`src/timer_bank_oneshot_periodic_macros.svh`:
```
// Assertion macros for the timer bank.
`ifndef TIMER_BANK_ONESHOT_PERIODIC_MACROS_SVH
`define TIMER_BANK_ONESHOT_PERIODIC_MACROS_SVH

// same-cycle implication, reset masked
`define TBOP_ASSERT_NOW(lbl, ante, cons, msg) \
	lbl: assert property (@(posedge clk) disable iff (!arst_n) (ante) |-> (cons)) else $error(msg);

// next-cycle implication, reset masked
`define TBOP_ASSERT_NEXT(lbl, ante, cons, msg) \
	lbl: assert property (@(posedge clk) disable iff (!arst_n) (ante) |=> (cons)) else $error(msg);

`endif

```
`src/tbop_pkg.sv`:
```
// Types and constants shared by the timer bank modules.
package tbop_pkg;

	localparam int TICK_W  = 32;
	localparam int CH_W    = 4;
	localparam int MODE_W  = 2;
	localparam int FIRED_W = 16;

	localparam logic [MODE_W-1:0] MODE_CHECK = 2'd0;
	localparam logic [MODE_W-1:0] MODE_START = 2'd1;
	localparam logic [MODE_W-1:0] MODE_STOP  = 2'd2;

	typedef enum logic [1:0] {
		ST_IDLE,
		ST_SCAN,
		ST_HOLD
	} state_t;

	// check token walking down the cell row
	typedef struct packed {
		logic              vld;
		logic [TICK_W-1:0] now;
	} link_t;

	// start/stop command broadcast to all cells
	typedef struct packed {
		logic              start;
		logic              stop;
		logic              periodic;
		logic [TICK_W-1:0] period;
		logic [TICK_W-1:0] now;
	} cmd_t;

endpackage

```
`src/tbop_req_if.sv`:
```
// Request channel: one operation word per handshake.
interface tbop_req_if;
	import tbop_pkg::*;

	logic              valid;
	logic              ready;
	logic [MODE_W-1:0] mode;
	logic [CH_W-1:0]   channel;
	logic              periodic;
	logic [TICK_W-1:0] period_ticks;
	logic [TICK_W-1:0] now_ticks;

	modport source (output valid, mode, channel, periodic, period_ticks, now_ticks,
		input ready);
	modport sink (input valid, mode, channel, periodic, period_ticks, now_ticks,
		output ready);
endinterface

```
`src/tbop_rsp_if.sv`:
```
// Response channel: one fired-mask word per handshake.
interface tbop_rsp_if;
	import tbop_pkg::*;

	logic               valid;
	logic               ready;
	logic [FIRED_W-1:0] fired_mask;

	modport source (output valid, fired_mask, input ready);
	modport sink (input valid, fired_mask, output ready);
endinterface

```
`src/tbop_cell.sv`:
```
// One timer channel: holds its state, tests the passing check token.
module tbop_cell import tbop_pkg::*; (
	input  logic  clk,
	input  logic  arst_n,
	input  logic  sel,
	input  cmd_t  cmd,
	input  link_t link_in,
	output link_t link_out,
	output logic  fire
);

	logic              run_q;
	logic              per_q;
	logic [TICK_W-1:0] period_q;
	logic [TICK_W-1:0] start_q;
	logic [TICK_W-1:0] elapsed;
	logic              link_vld_q;
	logic [TICK_W-1:0] link_now_q;

	assign elapsed  = link_in.now - start_q;
	assign fire     = link_in.vld && run_q && (elapsed > period_q);
	assign link_out = {link_vld_q, link_now_q};

	always_ff @(posedge clk or negedge arst_n) begin
		if (!arst_n) begin
			run_q      <= 1'b0;
			link_vld_q <= 1'b0;
		end else begin
			link_vld_q <= link_in.vld;
			if (sel && cmd.start) begin
				run_q <= 1'b1;
			end else if (sel && cmd.stop) begin
				run_q <= 1'b0;
			end else if (fire && !per_q) begin
				run_q <= 1'b0;
			end
		end
	end

	always_ff @(posedge clk) begin
		link_now_q <= link_in.now;
		if (sel && cmd.start) begin
			per_q    <= cmd.periodic;
			period_q <= cmd.period;
			start_q  <= cmd.now;
		end else if (sel && cmd.stop) begin
			start_q <= '0;
		end else if (fire) begin
			// periodic: rearm one period on; one-shot: clear
			start_q <= per_q ? (start_q + period_q) : '0;
		end
	end

endmodule

```
`src/timer_bank_oneshot_periodic.sv`:
```
// Check: token reg, each cell's link reg, then result reg once rsp is free.
// Start, stop, unused: zero word the cycle after; one item a cycle while rsp is ready.
// The token walks one channel per cycle; no new request is taken until its word loads.
// The result register frees the input side in the cycle its word is taken.
// arst_n clears all run flags and the control; period/start need no reset.
// Top level of the timer bank.
module timer_bank_oneshot_periodic import tbop_pkg::*; #(
	parameter int NUM_TIMERS = 16
) (
	input  logic clk,
	input  logic arst_n,
	tbop_req_if.sink   req,
	tbop_rsp_if.source rsp
);

	`include "timer_bank_oneshot_periodic_macros.svh"

	state_t state_q, state_d;

	// token register feeding cell 0, and the row of links between cells
	logic                  tok_vld_q;
	logic [TICK_W-1:0]     tok_now_q;
	link_t                 link [NUM_TIMERS+1];
	logic [NUM_TIMERS:0]   tok_vec;
	logic [NUM_TIMERS-1:0] fire;
	logic [NUM_TIMERS-1:0] sel;
	logic [NUM_TIMERS-1:0] mask_q;
	logic [NUM_TIMERS+FIRED_W-1:0] mask_ext;

	// result register
	logic               rsp_vld_q;
	logic [FIRED_W-1:0] rsp_mask_q;

	cmd_t cmd;
	logic rsp_free;
	logic accept;
	logic is_check;
	logic launch;
	logic load_zero;
	logic load_mask;
	logic scan_done;

	assign rsp_free  = !rsp_vld_q || rsp.ready;
	assign accept    = req.valid && req.ready;
	assign is_check  = (req.mode == MODE_CHECK);
	assign scan_done = link[NUM_TIMERS].vld;

	assign cmd.start    = accept && (req.mode == MODE_START);
	assign cmd.stop     = accept && (req.mode == MODE_STOP);
	assign cmd.periodic = req.periodic;
	assign cmd.period   = req.period_ticks;
	assign cmd.now      = req.now_ticks;

	assign link[0] = {tok_vld_q, tok_now_q};

	// bits above the bank read as zero; channels past bit 15 are dropped
	assign mask_ext = {{FIRED_W{1'b0}}, mask_q};

	genvar gi;
	generate
		for (gi = 0; gi < NUM_TIMERS; gi++) begin : g_cell
			// a channel number beyond the bank matches no cell
			assign sel[gi] = (32'(req.channel) == 32'(gi));

			tbop_cell u_cell (
				.clk      (clk),
				.arst_n   (arst_n),
				.sel      (sel[gi]),
				.cmd      (cmd),
				.link_in  (link[gi]),
				.link_out (link[gi+1]),
				.fire     (fire[gi])
			);
		end
		for (gi = 0; gi <= NUM_TIMERS; gi++) begin : g_tok
			assign tok_vec[gi] = link[gi].vld;
		end
	endgenerate

	// next state
	always_comb begin
		state_d = state_q;
		case (state_q)
			ST_IDLE: begin
				if (accept && is_check) begin
					state_d = ST_SCAN;
				end
			end
			ST_SCAN: begin
				if (scan_done) begin
					state_d = ST_HOLD;
				end
			end
			ST_HOLD: begin
				if (rsp_free) begin
					state_d = ST_IDLE;
				end
			end
			default: state_d = ST_IDLE;
		endcase
	end

	// outputs of the sequencer
	always_comb begin
		req.ready = 1'b0;
		launch    = 1'b0;
		load_zero = 1'b0;
		load_mask = 1'b0;
		case (state_q)
			ST_IDLE: begin
				req.ready = rsp_free;
				launch    = accept && is_check;
				load_zero = accept && !is_check;
			end
			ST_SCAN: begin
			end
			ST_HOLD: begin
				load_mask = rsp_free;
			end
			default: begin
			end
		endcase
	end

	always_ff @(posedge clk or negedge arst_n) begin
		if (!arst_n) begin
			state_q   <= ST_IDLE;
			tok_vld_q <= 1'b0;
			rsp_vld_q <= 1'b0;
		end else begin
			state_q   <= state_d;
			tok_vld_q <= launch;
			if (load_zero || load_mask) begin
				rsp_vld_q <= 1'b1;
			end else if (rsp.ready) begin
				rsp_vld_q <= 1'b0;
			end
		end
	end

	always_ff @(posedge clk) begin
		tok_now_q <= req.now_ticks;
		// fired bits gather as the token passes each cell
		if (launch) begin
			mask_q <= '0;
		end else begin
			mask_q <= mask_q | fire;
		end
		if (load_zero) begin
			rsp_mask_q <= '0;
		end else if (load_mask) begin
			rsp_mask_q <= mask_ext[FIRED_W-1:0];
		end
	end

	assign rsp.valid      = rsp_vld_q;
	assign rsp.fired_mask = rsp_mask_q;

	`TBOP_ASSERT_NOW(a_one_token, 1'b1, $onehot0(tok_vec), "more than one check token in the row")
	`TBOP_ASSERT_NOW(a_token_scan, state_q != ST_SCAN, tok_vec == '0, "check token outside a scan")
	`TBOP_ASSERT_NEXT(a_cmd_zero, accept && !is_check, rsp.valid && (rsp.fired_mask == '0), "start or stop gave no zero word")

endmodule

```
`src/flat_wrapper.sv`:
```
// flat-port wrapper written by rule: the top's interface ports become plain ports
module timer_bank_oneshot_periodic_flat import tbop_pkg::*;
#(
	parameter int NUM_TIMERS = 16
)
  (clk, arst_n, req_valid, req_mode, req_channel, req_periodic, req_period_ticks, req_now_ticks, req_ready, rsp_valid, rsp_fired_mask, rsp_ready);
  tbop_req_if req_i ();
  tbop_rsp_if rsp_i ();
  input  logic clk;
  input  logic arst_n;
  input wire logic [$bits(req_i.valid)-1:0] req_valid;
  input wire logic [$bits(req_i.mode)-1:0] req_mode;
  input wire logic [$bits(req_i.channel)-1:0] req_channel;
  input wire logic [$bits(req_i.periodic)-1:0] req_periodic;
  input wire logic [$bits(req_i.period_ticks)-1:0] req_period_ticks;
  input wire logic [$bits(req_i.now_ticks)-1:0] req_now_ticks;
  output wire logic [$bits(req_i.ready)-1:0] req_ready;
  output wire logic [$bits(rsp_i.valid)-1:0] rsp_valid;
  output wire logic [$bits(rsp_i.fired_mask)-1:0] rsp_fired_mask;
  input wire logic [$bits(rsp_i.ready)-1:0] rsp_ready;
  assign req_i.valid = req_valid;
  assign req_i.mode = req_mode;
  assign req_i.channel = req_channel;
  assign req_i.periodic = req_periodic;
  assign req_i.period_ticks = req_period_ticks;
  assign req_i.now_ticks = req_now_ticks;
  assign req_ready = req_i.ready;
  assign rsp_valid = rsp_i.valid;
  assign rsp_fired_mask = rsp_i.fired_mask;
  assign rsp_i.ready = rsp_ready;
  timer_bank_oneshot_periodic #(.NUM_TIMERS(NUM_TIMERS)) u_core (.clk(clk), .arst_n(arst_n), .req(req_i), .rsp(rsp_i));
endmodule
```
`config.mk`:
```
export PLATFORM = sky130hd
export DESIGN_NAME = timer_bank_oneshot_periodic_flat
export DESIGN_NICKNAME = d
export VERILOG_FILES = /design/src/tbop_pkg.sv /design/src/tbop_req_if.sv /design/src/tbop_rsp_if.sv /design/src/tbop_cell.sv /design/src/timer_bank_oneshot_periodic.sv /design/src/flat_wrapper.sv
export VERILOG_INCLUDE_DIRS = /design/src /design/src/src
export SDC_FILE = /design/constraint.sdc
export NUM_CORES = 2
export LEC_CHECK = 0
export BUFFER_PORTS_ARGS = -buffer_cell sky130_fd_sc_hd__buf_2
export CAP_MARGIN = 0
export CORE_MARGIN = 3
export CORE_UTILIZATION = 35
export CTS_BUF_LIST = sky130_fd_sc_hd__clkbuf_2
export DETAILED_ROUTE_END_ITERATION = 12
export GPL_ROUTABILITY_DRIVEN = 0
export PLACE_DENSITY = 0.46
export SLEW_MARGIN = 20
export SYNTH_ARGS = -nofsm -noshare
export SYNTH_HDL_FRONTEND = slang
export SYNTH_SLANG_ARGS = --single-unit
```
`constraint.sdc`:
```
create_clock -name clk -period 7.7 [get_ports clk]
set_input_delay 0.385 -clock clk [delete_from_list [all_inputs] [get_ports clk]]
set_output_delay 0.385 -clock clk [all_outputs]
set_load 0.01 [all_outputs]
```
Word-level counts from Yosys, hierarchy flattened
Cells that the tools add are included.
{"block": "word_totals", "regBits": 1620, "in_bits": 75, "output_inout_bits": 18, "wordCells": 436}
{"block": "op_classes", "n_addsub": 32, "order_cmp": 16, "n_eq_ne": 22, "mux": 122, "bitwise": 1, "n_reduce_logical": 142}
{"cell": "$mux 32", "count": 64}
{"cell": "$add 32x32->32", "count": 16}
{"cell": "$gt 32x32->1", "count": 16}
{"cell": "$sub 32x32->32", "count": 16}
{"cell": "$reduce_bool 3->1", "count": 32}
{"cell": "$logic_and 1x1->1", "count": 85}
{"cell": "$mux 1", "count": 54}
{"cell": "$eq 4x4->1 const B", "count": 8}
{"cell": "$logic_not 1->1", "count": 18}
{"cell": "$eq 4x3->1 const B", "count": 4}
{"cell": "$or 16x16->16", "count": 1}
{"cell": "$eq 4x2->1 const B", "count": 2}
{"cell": "$mux 2", "count": 3}
{"cell": "$pmux 2 s3", "count": 1}
{"cell": "$eq 2x1->1 const B", "count": 2}
{"cell": "$eq 2x2->1 const B", "count": 2}
{"cell": "$eq 4x1->1 const B", "count": 1}
{"cell": "$logic_not 2->1", "count": 2}
{"cell": "$logic_not 4->1", "count": 1}
{"cell": "$ne 2x1->1 const B", "count": 2}
{"cell": "$reduce_and 3->1", "count": 1}
{"cell": "$logic_or 1x1->1", "count": 2}
{"cell": "$ne 2x2->1 const B", "count": 1}
{"cell": "$reduce_bool 2->1", "count": 1}

Logic depth before layout (Yosys ltp)
{"block": "logic_depth", "depth_word": 8, "ltp_mapped": 25, "mapped_depth_nobuf": 25}

Cells and area by module
A second synthesis with hierarchy kept.
{"block": "unflattened", "cells_unflattened": 12722, "hier_area_um2": 117846.8}
{"module": "tbop_cell at u_core.g_cell[4].u_cell ...", "instances": 6, "cells_per_inst": 776, "area_each_um2": 7178.1, "seq_area_each_um2": 2642.5}
{"module": "tbop_cell at u_core.g_cell[10].u_cell ...", "instances": 5, "cells_per_inst": 772, "area_each_um2": 7159.4, "seq_area_each_um2": 2642.5}
{"module": "tbop_cell at u_core.g_cell[0].u_cell ...", "instances": 4, "cells_per_inst": 822, "area_each_um2": 7473.4, "seq_area_each_um2": 2642.5}
{"module": "tbop_cell at u_core.g_cell[3].u_cell", "instances": 1, "cells_per_inst": 736, "area_each_um2": 7021.7, "seq_area_each_um2": 2642.5}
{"module": "timer_bank_oneshot_periodic", "instances": 1, "cells_per_inst": 182, "area_each_um2": 2065.7, "seq_area_each_um2": 1381.3}

Worst setup path before layout
Ideal clock, no wire load.
{"block": "synth_path", "path_type": "reg2reg", "from": "register u_core.g_cell[12].u_cell.start_q[1]", "to": "register u_core.g_cell[12].u_cell.start_q[0] (enable)", "setup_ns": 0.658, "arrival_time_ns": 5.504, "required_ns": 7.042, "slack_ns": 1.538, "stages_incl_launch_ff": 24, "n_path_buf": 0, "synth_period_minus_slack_ns": 6.162, "path_cell_list": "edfxtp_1 -> inv_1 -> ha_1 -> nor2b_1 -> o31a_1 -> o41ai_2 -> o21ai_1 -> a211o_1 -> a221o_1 -> a211oi_1 -> o21bai_1 -> a21o_1 -> xor2_1 -> ha_1 -> a21o_1 -> a21o_1 -> a21o_1 -> a21o_1 -> a221o_1 -> a21o_1 -> a21oi_1 -> o21ai_0 -> nand2b_1 -> o21ai_0"}
{"block": "synth_between", "elab_chain_len": 4}
{"item": "start: declaration", "line_no": "tbop_cell.sv:15", "rtl": "logic [TICK_W-1:0] start_q;"}
{"item": "start signal: assignment", "line_no": "tbop_cell.sv:45", "rtl": "start_q <= cmd.now;"}
{"item": "start signal: assignment", "line_no": "tbop_cell.sv:50", "rtl": "start_q <= per_q ? (start_q + period_q) : '0;"}
{"item": "$sub 32x32->32", "line_no": "tbop_cell.sv:20", "rtl": "assign elapsed = link_in.now - start_q;"}
{"item": "$gt 32x32->1", "line_no": "tbop_cell.sv:21", "rtl": "assign fire = link_in.vld && run_q && (elapsed > period_q);"}
{"item": "$logic_and 1x1->1", "line_no": "tbop_cell.sv:21"}
{"item": "$reduce_bool 3->1 (no source line)"}
No other way between the ends.
A chain may end at the register's enable or synchronous reset.

Final worst setup path
{"block": "layout_path", "from": "register u_core.g_cell[4].u_cell.start_q[0]", "to": "register u_core.g_cell[4].u_cell.start_q[1] (enable)"}
{"block": "layout_between", "elab_chain_len": 4}
{"item": "start: declaration", "line_no": "tbop_cell.sv:15"}
{"item": "start signal: assignment", "line_no": "tbop_cell.sv:45"}
{"item": "start signal: assignment", "line_no": "tbop_cell.sv:50"}
{"item": "$sub 32x32->32", "line_no": "tbop_cell.sv:20"}
{"item": "$gt 32x32->1", "line_no": "tbop_cell.sv:21"}
{"item": "$logic_and 1x1->1", "line_no": "tbop_cell.sv:21"}
{"item": "$reduce_bool 3->1 (no source line)"}
No other way between the ends.

==> impl_metrics.yaml <==
timing:
  rsz0062_at_grt: "no"
  drv_slew: 0
  tightest_slew_ps: 1260
  fin_skew_ps: 133
  hold_viol_final: 0
  min_period_ps: 6710
  tns_ps: 0
  period_share_pct: 87.2
  relSlewSlack_pct: 15.7
  final-setup-viol-count: 0
  fmax_mhz: 149
floorplanning:
  rows: 204
  die_w_um: 565
  coreArea_um2: 310000
  io_pins: 93
  die_h_um: 565
  die_area_um2: 320000
  start_util_pct: 35.3
run:
  maxCapViolations: 0
pwr:
  power.density_nw_per_um2: 160
  leakage_nw: 56.5
  seqPwrFrac_pct: 49.2
  p_sw_share_pct: 31.6
  peakVddDrop_mv: 0.103
  switchingPower_w: 0.00623
  power_frac_clock_pct: 34.5
  combPwrFrac_pct: 16.3
  p_int_w: 0.0135
drt:
  postRouteAntennaNets: 0
  dr.pass1.iters: 6
  viasPerCell: 5.40
  num_vias: 87900
  drt_iter0_drc: 5219
  drc_errors: 0
  post_drt_wl_per_cell_um: 23.3
  wirelength_um: 380000
layout:
  multi_input_area_um2: 61600
  area_growth_pct: 12.6
  seqCellArea_um2: 43000
  layoutNonFillerInstCount: 16300
  nFillCells: 30600
  finish.utilization_pct: 39.7
  drive_gt1_share_pct: 9.30
  nets: 13300
clock_tree:
  cts-root-buf: "clkbuf_2"
  clk_pin_slew_ps: 100
  cts_buffers: 464
  postCtsHoldBufs: 283
  clock_sinks: 1620
  htree_levels: 5
  cts.repair.resized: 0
  tritoncts: "done"
  cts_setup_buffers: 0
  clk_latency_ps: 1880
  cts_buffer_depth: 4
critical_path:
  cp.arrival_ps: 8230
  critPathRequiredTime_ps: 9220
  critPathCapture: "u_core.g_cell[4].u_cell.start_q[1]"
  reg2reg_slack_ps: 990
  regToRegEndpoint: "u_core.g_cell[4].u_cell.start_q[1]"
  r2r_cells: 20
  r2r_start: "u_core.g_cell[4].u_cell.start_q[0]"
  end_kind: "register"
  start_kind: "register"
  startpoint: "u_core.g_cell[4].u_cell.start_q[0]"
  crit_fanout: 26
  crit_type: "register to register"
logic_synthesis:
  syn_area_per_cell_um2: 9.95
  synth_edf_count: 1040
  yosysSeqAreaShare_pct: 39.3
  netlist_instances: 11000
  synth-main-ff-cell: "edfxtp_1"
  ys_ff_latch: 1620
  async_reset_ff_share_pct: 2.22
  syn_nets: 12600
  yosys_warnings: 0
  synth_area_um2: 109000
  synth_cell_types: 93
grt:
  grt_pass1_vias: 93100
  gr-total-overflow: 0
  antenna_found_initial: 33
  grt_start_max_net_pins: 67
  grt_util_all_layers_pct: 23.1
  grt_pass1_wl_um: 556000
placement:
  dp_hpwl_um: 288000
  dp_cells: 15100
  io_buffers: 92
outcome:
  status: "completed"
min_path:
  min_path_type: "register to register"
worst min path at each step:
stage / startpoint / endpoint / slack [ps] / depth (start not counted)
final: u_core.g_cell[4].u_cell.link_now_q[0] / u_core.g_cell[5].u_cell.link_now_q[0] / 300 / 0
after global routing: req_mode[1] / u_core.rsp.fired_mask[8] / 170 / 7
after CTS: req_mode[1] / u_core.rsp.fired_mask[7] / 20 / 7
after detailed placement: u_core.g_cell[9].u_cell.link_now_q[0] / u_core.g_cell[10].u_cell.link_now_q[0] / 340 / 0
after global placement: u_core.g_cell[9].u_cell.link_now_q[0] / u_core.g_cell[10].u_cell.link_now_q[0] / 340 / 0
after floorplan: arst_n / u_core.g_cell[0].u_cell.link_vld_q / 90 / 0
cell usage in the layout, fill, tap and decap left out, drive strengths merged, types with 52 or more instances in the layout:
| master | n |
|---|---|
| dlygate4sd3 | 228 |
| buf | 234 |
| edfxtp | 1040 |
| a211oi | 78 |
| inv | 1203 |
| xnor2 | 666 |
| xor2 | 243 |
| o21bai | 128 |
| nand4 | 171 |
| ha | 1504 |
| nor2 | 516 |
| o211ai | 54 |
| nor3 | 132 |
| nand2b | 138 |
| a31oi | 96 |
| o21a | 149 |
| nand2 | 529 |
| nand3 | 188 |
| a21oi | 910 |
| dfxtp | 544 |
| clkinv | 171 |
| or3 | 52 |
| a21o | 753 |
| a22o | 417 |
| nor2b | 124 |
| clkbuf | 688 |
| o21ai | 560 |
synthesized netlist by cell type (all sizes together) (16+ instances only):
cell type / number / area, µm²
ha: 1504 / 18800
inv: 1195 / 4490
edfxtp: 1040 / 31200
a21oi: 910 / 4560
a21o: 753 / 5650
xnor2: 666 / 5830
o21ai: 560 / 2820
dfxtp: 544 / 10900
nand2: 529 / 1990
nor2: 516 / 1940
a22o: 417 / 3650
xor2: 243 / 2130
nand3: 188 / 941
nand4: 171 / 1070
clkbuf: 164 / 616
o21a: 149 / 1120
nand2b: 138 / 863
nor3: 132 / 661
o21bai: 128 / 961
nor2b: 124 / 776
a31oi: 96 / 637
a211oi: 78 / 636
o211ai: 54 / 415
or3: 52 / 325
and3: 50 / 313
o31ai: 50 / 445
a31o: 39 / 342
dfrtp: 36 / 901
buf: 32 / 121
fa: 32 / 641
a221o: 30 / 300
and2: 25 / 156
and4: 25 / 219
a2111oi: 24 / 278
o22ai: 24 / 150
a21boi: 23 / 173
o31a: 23 / 201
o311ai: 20 / 175
o41ai: 18 / 255
a211o: 17 / 149
a221oi: 16 / 146
critical path, cell delays in order (launching register included):
cell	delay, ps
edfxtp_1	420
ha_1	250
inv_1	70
fa_1	220
a21o_1	130
a21oi_1	120
o21a_1	240
o31ai_1	810
a211oi_1	370
o211ai_1	350
nand2_1	150
o2111ai_1	270
a21oi_1	130
xnor2_1	140
ha_1	290
nand4_1	190
nor4_1	980
nand3_1	470
nand3_1	320
o22ai_4	160
buf_4	300
kinds of logic after synthesis:
group                    after synthesis  synth area share (%)
flip-flops                          1620                  39.3
XOR/XNOR                             909                  7.27
buffers and inverters               1391                  4.77
adder cells (fa/ha/maj)             1536                  17.8
AO/OA/AOI/OAI                       3531                  22.0
multiplexers                           3                0.0286
AND/OR/NAND/NOR                     2010                  8.86
power groups by stage:
stage,Combinational (W),Clock (W),Sequential [W]
2_1_floorplan,0.00198,0,0.00978
3_3_place_gp,0.00294,0,0.00990
3_5_place_dp,0.00298,0,0.00990
4_1_cts,0.00321,0.00710,0.00970
5_1_grt,0.00351,0.00751,0.00972
6_report,0.00321,0.00681,0.00970
routing by layer:
layer	routed length (µm)	global-route usage, %
met5	0	0
met4	23900	13.6
met3	15700	2.31
met2	193000	43.0
met1	147000	25.2
sequential cells by signal, summed over array words and instances (netlist names), 32 cells and up:
register                         count
u_core.g_cell.u_cell.link_now_q    480
u_core.g_cell.u_cell.period_q      512
u_core.g_cell.u_cell.start_q       512
u_core.tok_now_q                    32
per-stage QoR:
step                total power [W]  setup WS, ps  hold slack (ps)  cell area (µm²)
floorplan                    0.0118          1540             89.4           109000
global placement             0.0128          1160              340           115000
detailed placement           0.0129          1170              336           115000
CTS                          0.0200          1150             23.6           123000
global route                 0.0207          1010              168           123000
finish                       0.0197           985              304           123000
cell type report:
type	count	area share (%)
well taps	4120	4.18
flip-flops and latches	1620	34.9
clock inverters	192	0.815
multi-input cells	7989	50.0
diodes	16	0.0325
repair buffers	462	3.68
clock buffers	688	2.79
inverters	1195	3.64
Note: power is estimated with default switching activity, not from simulation.
